===== config.mk =====
export PLATFORM = sky130hd
export DESIGN_NAME = wlis_scan
export DESIGN_NICKNAME = d
export VERILOG_FILES = /design/src/hw/rtl/wlis_pkg.sv /design/src/hw/rtl/wlis_scan.sv
export SDC_FILE = /design/constraint.sdc
export NUM_CORES = 1
export LEC_CHECK = 0
export BUFFER_PORTS_ARGS = -buffer_cell sky130_fd_sc_hd__buf_2
export CAP_MARGIN = 20
export CORE_MARGIN = 5
export CORE_UTILIZATION = 34
export DETAILED_ROUTE_END_ITERATION = 7
export PLACE_DENSITY = 0.7
export SYNTH_ARGS = -nofsm -noshare
export SYNTH_HDL_FRONTEND = slang
export SYNTH_SLANG_ARGS = --single-unit

===== constraint.sdc =====
create_clock -name clk_i -period 2.12 [get_ports clk_i]
set_input_delay 0.53 -clock clk_i [delete_from_list [all_inputs] [get_ports clk_i]]
set_output_delay 0.53 -clock clk_i [all_outputs]
set_load 0.005 [all_outputs]

===== src/hw/rtl/wlis_pkg.sv =====
// Shared types and constants for the weighted increasing/decreasing chain block.
package wlis_pkg;

  localparam int MAX_BUILDINGS = 1024;
  localparam int VALUE_BITS    = 16;

  localparam int HEIGHT_W = 16;
  localparam int WIDTH_W  = 16;
  localparam int SUM_W    = 26;
  localparam int ADDR_W   = (MAX_BUILDINGS > 1) ? $clog2(MAX_BUILDINGS) : 1;
  localparam int CNT_W    = $clog2(MAX_BUILDINGS + 1);

  localparam logic [CNT_W-1:0] CNT_FULL = CNT_W'(MAX_BUILDINGS);

  localparam logic [HEIGHT_W-1:0] HEIGHT_MASK = (VALUE_BITS >= HEIGHT_W) ? '1 :
      HEIGHT_W'((64'd1 << VALUE_BITS) - 64'd1);
  localparam logic [WIDTH_W-1:0] WIDTH_MASK = (VALUE_BITS >= WIDTH_W) ? '1 :
      WIDTH_W'((64'd1 << VALUE_BITS) - 64'd1);

  typedef struct packed {
    logic [HEIGHT_W-1:0] height;
    logic [SUM_W-1:0]    rise;
    logic [SUM_W-1:0]    fall;
  } entry_t;

  typedef struct packed {
    logic clr;
    logic vld;
  } scan_ctrl_t;

  typedef enum logic [2:0] {
    ST_IDLE,
    ST_SCAN,
    ST_DRAIN,
    ST_UPDATE,
    ST_FINISH
  } state_e;

  function automatic logic [SUM_W-1:0] sat_add(logic [SUM_W-1:0] a, logic [WIDTH_W-1:0] b);
    logic [SUM_W:0] s;
    s = {1'b0, a} + (SUM_W+1)'(b);
    return s[SUM_W] ? '1 : s[SUM_W-1:0];
  endfunction

endpackage


===== src/hw/rtl/wlis_scan.sv =====
// Shared compare/max unit: folds one stored entry per cycle into the chain bests.
module wlis_scan import wlis_pkg::*; (
  input  logic                clk_i,
  input  logic                rst_ni,
  input  scan_ctrl_t          ctrl_i,
  input  entry_t              entry_i,
  input  logic [HEIGHT_W-1:0] height_i,
  output logic [SUM_W-1:0]    best_up_o,
  output logic [SUM_W-1:0]    best_down_o
);

  logic [SUM_W-1:0] best_up_q, best_up_d;
  logic [SUM_W-1:0] best_down_q, best_down_d;

  always_comb begin
    best_up_d   = best_up_q;
    best_down_d = best_down_q;
    if (ctrl_i.clr) begin
      best_up_d   = '0;
      best_down_d = '0;
    end else if (ctrl_i.vld) begin
      if ((entry_i.height < height_i) && (entry_i.rise > best_up_q)) begin
        best_up_d = entry_i.rise;
      end
      if ((entry_i.height > height_i) && (entry_i.fall > best_down_q)) begin
        best_down_d = entry_i.fall;
      end
    end
  end

  always_ff @(posedge clk_i or negedge rst_ni) begin
    if (!rst_ni) begin
      best_up_q   <= '0;
      best_down_q <= '0;
    end else begin
      best_up_q   <= best_up_d;
      best_down_q <= best_down_d;
    end
  end

  assign best_up_o   = best_up_q;
  assign best_down_o = best_down_q;

endmodule


==> impl_metrics.toml, run 1 <==
[placed_design]
place_congestion = 0.8149
hpwl_um = 8698
dp_cells = 813
placed_cell_area_sq_mm = 0.005703
port_buffers = 139

[critical_path]
worst-endpoint-arrival_ns = 2.58
critPathMaxStageDelay_ns = 0.39
crit_required_ns = 2.32
reg2reg_depth = 10
worstReg2RegEnd = "best_up_o[0]$_DFFE_PN0P_"
crit_cells = 10
r2r-start = "best_up_o[19]$_DFFE_PN0P_"
path_max_fanout = 9
setup.worst_path.class = "flip-flop to flip-flop"
endpoint_kind = "flip-flop"
rrSetupSlack_ns = -0.26
critPathTopFamily = "buffers and inverters"
cpMaxStageDelayCell = "dfrtp_1"
startpoint = "best_up_o[19]$_DFFE_PN0P_"
start_kind = "flip-flop"
critPathBufInv = 4
path_cells = "inv_2 > ha_4 > nand4_1 > nor4_2 > buf_4 > o41ai_4 > a211oi_4 > buf_6 > buf_12 > mux2i_1"

[cells_and_area]
regArea_sq_mm = 0.001301
drive_above_1_share_pct = 37.50
finalInstanceArea_sq_mm = 0.006217
diodes = 0
layout.nets = 819
stdcell_count = 836
nFillCells = 1189
syn2layout_area_growth_pct = 42.99
multiInputGateArea_sq_mm = 0.002872

[sta]
setup_viol_count_final = 52
period_share_pct = 112.2
layout_min_cycle_time_ns = 2.380
fin_tns_setup_ns = -11.66
clock.fmax_mhz = 420.2
relSlewSlack_pct = 73.43
rsz0062_at_grt = "true"
finalMaxSlewViolations = 0
hold_viol = 0
finClkSkew_ns = 0.008603
worst_pin_slew_ns = 0.3971
hold_ws_ns = 0.2341
setup_ws_ns = -0.2597

[floorplan]
pin_count = 140
rows = 41
die_y_um = 123.1
die_w_um = 123.1
core-area_sq_mm = 0.01257
die-area_sq_mm = 0.01515
initial_core_util_pct = 34.59

[flow_run]
maxCapViolCount = 0

[cts]
cts.sinks = 52
cts_root_buf = "clkbuf_16"
h-tree-depth = 2
cts_tree = "built"
cts_max_path_buffers = 2
cts_inserted_buffers = 5
clock_latency_ns = 0.29
clkTransAtPathRegs_ns = 0.08

[power_and_ir_drop]
vdd_drop_max_v = 0.0003655
power_mw = 3.008
p_per_area_mw_per_mm2 = 483.9
p_leak_nw = 3.039

[routing]
vias = 3862
detail_route.vias_per_cell = 4.620
drt-pass1-iter-count = 4
antenna_left = 0
wl_um = 11570
wl_per_cell_um = 13.84
drtIter0Drc = 122
drc = 0

[synth]
synthTopCellsByArea = "dfrtp_1 (30%), ha_1 (20%), nand2b_1 (15%)"
netlist_area_sq_mm = 0.004348
seq_area_frac_synth_pct = 29.93
synth_seq_cells = 52
synth.distinct_cells = 35
syn_nets = 621
yosysWarnings = 0
yosysTopAreaCellShare_pct = 29.93
synth_area_per_cell_sq_um = 9.350
synthCells = 465
synth_top_cell_by_area = "dfrtp_1"

[global_routing]
antenna_found_initial = 0
grt-ovfl-total = 0
grt_max_degree = 105
grt_util_met1_pct = 18.03
grt.met2_usage_pct = 28.63
use_met3_pct = 3.156
grt_pass1_wl_um = 18720
grt_pass1_vias = 4060
grt_use_total_pct = 15.24
grt.busiest_layer = "met2"

[status]
outcome = "complete, but fails checks"
violations = "setup timing"

[hold_path]
min_path_type = "input port to asynchronous set/reset pin"
## placed cells by master (no fill, tap or decap), drive strengths merged, types with 2 or more instances in the layout
| cell | synthesis | final |
|---|---|---|
| nand2b | 104 | 104 |
| or4b | 2 | 2 |
| nand3 | 9 | 9 |
| ha | 68 | 68 |
| a21oi | 24 | 24 |
| nand4 | 15 | 15 |
| nor3 | 3 | 3 |
| clkbuf | 11 | 6 |
| a211oi | 5 | 5 |
| nor2b | 2 | 2 |
| o21ai | 8 | 8 |
| dfrtp | 52 | 52 |
| buf | 6 | 207 |
| nor2 | 6 | 6 |
| nand2 | 9 | 9 |
| nor4 | 2 | 2 |
| inv | 70 | 70 |
| mux2i | 52 | 52 |
| a21o | 5 | 5 |
## worst reg2reg max path, delay by kind of cell (launching register included)
family	cells	cell delay, ns
and+or+nand+nor	2	0.50
muxes	1	0.22
DFF	1	0.39
buffers and inverters	4	0.53
AOI/OAI and AO/OA	2	0.39
adders and majority gates	1	0.26
## metal layers
| metal | vias to the layer above | part of all wire (%) |
|---|---|---|
| met4 | 0 | 1.1 |
| li1 | 1967 | - |
| met2 | 82 | 51 |
| met5 | - | 0 |
| met1 | 1801 | 43 |
| met3 | 12 | 5.7 |
## synthesized netlist by cell type (all sizes together)
| master | number |
|---|---|
| buf | 6 |
| o2111ai | 1 |
| o41a | 1 |
| o211ai | 1 |
| o211a | 1 |
| or4b | 2 |
| nand2b | 104 |
| o21ai | 8 |
| inv | 70 |
| nand3 | 9 |
| mux2i | 52 |
| or3 | 1 |
| a222oi | 1 |
| nor3 | 3 |
| ha | 68 |
| o41ai | 1 |
| a211oi | 5 |
| and4 | 1 |
| nand4 | 15 |
| clkbuf | 11 |
| nor3b | 1 |
| a311oi | 1 |
| o21ba | 1 |
| dfrtp | 52 |
| nor2b | 2 |
| nand2 | 9 |
| nor2 | 6 |
| a21oi | 24 |
| a21o | 5 |
| a41oi | 1 |
| nor4 | 2 |
## final cells by class
| type | count | share of cell area (%) |
|---|---|---|
| Tap cell | 172 | 3.461 |
| Sequential cell | 52 | 20.93 |
| Timing Repair Buffer | 208 | 22.30 |
| Inverter | 70 | 4.427 |
| Clock buffer | 5 | 2.012 |
| Clock inverter | 3 | 0.6842 |
| Multi-Input combinational cell | 326 | 46.19 |
## cell families (layout without fill, tap and decap cells)
group,after synthesis,in the layout,synth area share (%)
AO/OA/AOI/OAI,51,51,7.569
adder cells (fa/ha/maj),68,68,19.57
AND/OR/NAND/NOR,155,155,21.61
buffers and inverters,87,286,9.353
multiplexers,52,52,11.97
flip-flops,52,52,29.93
## per-stage QoR
stage / setup slack, ns / utilization, %
after CTS: -0.2493 / 48.59
after global routing: -0.3808 / 49.47
final: -0.2597 / 49.47
after detailed placement: -0.6811 / 45.38
after floorplan: -0.2150 / -
after global placement: -0.6564 / 45.38
## registers in the layout, indices dropped and copies added (netlist names)
register / cells
best_up_o: 26
best_down_o: 26
## worst max-delay path by stage
stage,slack (ns),endpoint
6_report,-0.26,best_up_o[0]$_DFFE_PN0P_
5_1_grt,-0.38,best_up_o[0]$_DFFE_PN0P_
4_1_cts,-0.25,best_down_o[4]$_DFFE_PN0P_
3_5_place_dp,-0.68,best_up_o[0]$_DFFE_PN0P_
3_3_place_gp,-0.66,best_up_o[18]$_DFFE_PN0P_
2_1_floorplan,-0.21,best_up_o[10]$_DFFE_PN0P_
## where the power goes
part | switching, mW | internal (mW)
clock network | 0.383 | 0.556
registers | 0.0378 | 1.05
logic | 0.453 | 0.527
## repair_timing
action                     in CTS  in global routing
pin swaps                       6                  9
setup buffers                   6                  4
hold buffers                    0                  0
cloned                          4                  1
setup endpoints to repair      52                 52
gates resized for setup        22                  8
(Power assumes the default switching activity.)
==> run 2, diff against run 1 <==
PLACE_DENSITY = 0.68   (was 0.7)
clock period = 2.4 ns   (was 2.12 ns; I/O delays follow)
==> run 2 against run 1 <==
Compared with the run above: the flow still finishes with violations (setup timing); register-to-register slack better by 0.26 ns; first-iteration DRC count rose by 12%; clock power fell by 12%; cell area down 3.9%; clock skew is 0.00076 ns lower; sequential cell count is the same; sequential power fell by 11%; non-clock buffer count fell by 33; power decreased by 13%; via count is 2.6% lower; highest routed layer unchanged.
==> impl_metrics.toml, run 2 (synthesis results as in run 1) <==
[status]
outcome = "complete, but fails checks"
violations = "setup timing"

[cts]
cts_root_buf = "clkbuf_16"
clkTransAtPathRegs_ns = 0.08
h-tree-depth = 2
cts_tree = "built"
cts_max_path_buffers = 2
cts_inserted_buffers = 5
clock_latency_ns = 0.29
cts.sinks = 52
holdBufCountCts = 0

[sta]
finClkSkew_ns = 0.007840
finalMaxSlewViolations = 0
hold_viol = 0
setup_ws_ns = -0.007087
fin_tns_setup_ns = -0.007087
worst_pin_slew_ns = 0.6324
relSlewSlack_pct = 57.84
rsz0062_at_grt = "true"
layout_min_cycle_time_ns = 2.407
clock.fmax_mhz = 415.4
setup_viol_count_final = 1
period_share_pct = 100.3

[critical_path]
setup.worst_path.class = "input port to flip-flop"
worst-endpoint-arrival_ns = 2.62
crit_required_ns = 2.61
start_kind = "input port"
path_max_fanout = 8
endpoint_kind = "flip-flop"
rrSetupSlack_ns = 0

[placed_design]
port_buffers = 139
place_congestion = 0.7888
hpwl_um = 8693
place_ws_ns = -0.3639
placed_cell_area_sq_mm = 0.005368

[floorplan]
core-area_sq_mm = 0.01257
die-area_sq_mm = 0.01515
initial_core_util_pct = 34.59
pin_count = 140
die_y_um = 123.1
rows = 41
die_w_um = 123.1

[power_and_ir_drop]
p_leak_nw = 2.834
p_int_mw = 1.844
vdd_drop_max_v = 0.0002105
swShare_pct = 29.24
clkPwrFrac_pct = 31.7
combinationalPowerShare_pct = 31.0
seq_power_share_pct = 37.3
p_per_area_mw_per_mm2 = 436.4
power_switching_uw = 762.2
power_mw = 2.606

[cells_and_area]
drive_above_1_share_pct = 35.18
layout_common_cells = "buf_2 (138), nand2b_1 (104), inv_1 (62)"
syn2layout_area_growth_pct = 37.35
finalInstanceArea_sq_mm = 0.005972
diodes = 0
layout.nets = 786
nFillCells = 1206
final_common_cell = "buf_2"

[hold_path]
min_path_type = "input port to asynchronous set/reset pin"

[routing]
antenna_left = 0
drt-pass1-iter-count = 4
vias = 3763
detail_route.vias_per_cell = 4.686
drc = 0
wl_um = 11500
wl_per_cell_um = 14.32
drtIter0Drc = 137

[global_routing]
antenna_found_initial = 0
grt_pass1_vias = 4010
grt-ovfl-total = 0
grt_pass1_wl_um = 18490
grt_max_degree = 105
grt_use_total_pct = 15.05

[flow_run]
maxCapViolCount = 0
-- run 2: stage by stage --
stage | instances | hold WS (ns) | util [%]
after floorplan | 465 | 0.3044 | -
after global placement | 775 | 0.5406 | 42.71
after detailed placement | 775 | 0.5521 | 42.71
after CTS | 794 | 0.3314 | 45.67
after global routing | 803 | 0.3588 | 47.52
final | 803 | 0.3105 | 47.52
-- run 2: what timing repair did --
item / in CTS / in global routing
gates resized for setup: 11 / 26
buffers inserted: 8 / 8
cloned: 3 / 1
setup endpoints to repair: 52 / 52
pin swaps: 8 / 12
-- run 2: power groups by stage --
stage / Combinational [mW] / Clock (mW) / Sequential [mW]
after global placement: 0.670 / 0 / 0.985
after global routing: 0.909 / 0.893 / 0.979
after CTS: 0.762 / 0.867 / 0.971
after detailed placement: 0.694 / 0 / 0.989
final: 0.808 / 0.827 / 0.972
after floorplan: 0.418 / 0 / 0.987
-- run 2: area by class of cell --
type                    count  area [sq um]  area share, %
flip-flops and latches     52          1301          21.79
inverters                  70         275.3          4.609
well taps                 172         215.2          3.604
clock buffers               5         125.1          2.095
repair buffers            175          1127          18.88
clock inverters             3         42.54         0.7123
multi-input cells         326          2885          48.31
-- run 2: routing by layer --
| layer | vias to the layer above | share of wire [%] | global-route usage (%) |
|---|---|---|---|
| li1 | 1892 | - | - |
| met1 | 1786 | 42 | 17.90 |
| met2 | 77 | 52 | 27.95 |
| met3 | 8 | 5.1 | 3.065 |
| met4 | 0 | 0.89 | 3.114 |
| met5 | - | 0 | 0 |
-- run 2: final timing paths --
kind	startpoint	endpoint	cells past startpoint
max reg2reg	best_up_o[19]$_DFFE_PN0P_	best_up_o[11]$_DFFE_PN0P_	10
min	rst_ni	best_up_o[18]$_DFFE_PN0P_	1
max in group asynchronous	rst_ni	best_down_o[15]$_DFFE_PN0P_	2
min in group clk_i	best_down_o[7]$_DFFE_PN0P_	best_down_o[7]$_DFFE_PN0P_	2
max	entry_i[64]	best_up_o[11]$_DFFE_PN0P_	10
min reg2reg	best_down_o[7]$_DFFE_PN0P_	best_down_o[7]$_DFFE_PN0P_	2
-- run 2: worst max-delay path: stages --
cell,delay (ns)
buf_2,0.10
ha_1,0.28
nand4_1,0.12
buf_4,0.14
a21oi_1,0.05
or4b_4,0.59
a211oi_4,0.23
buf_6,0.16
buf_12,0.13
mux2i_2,0.22
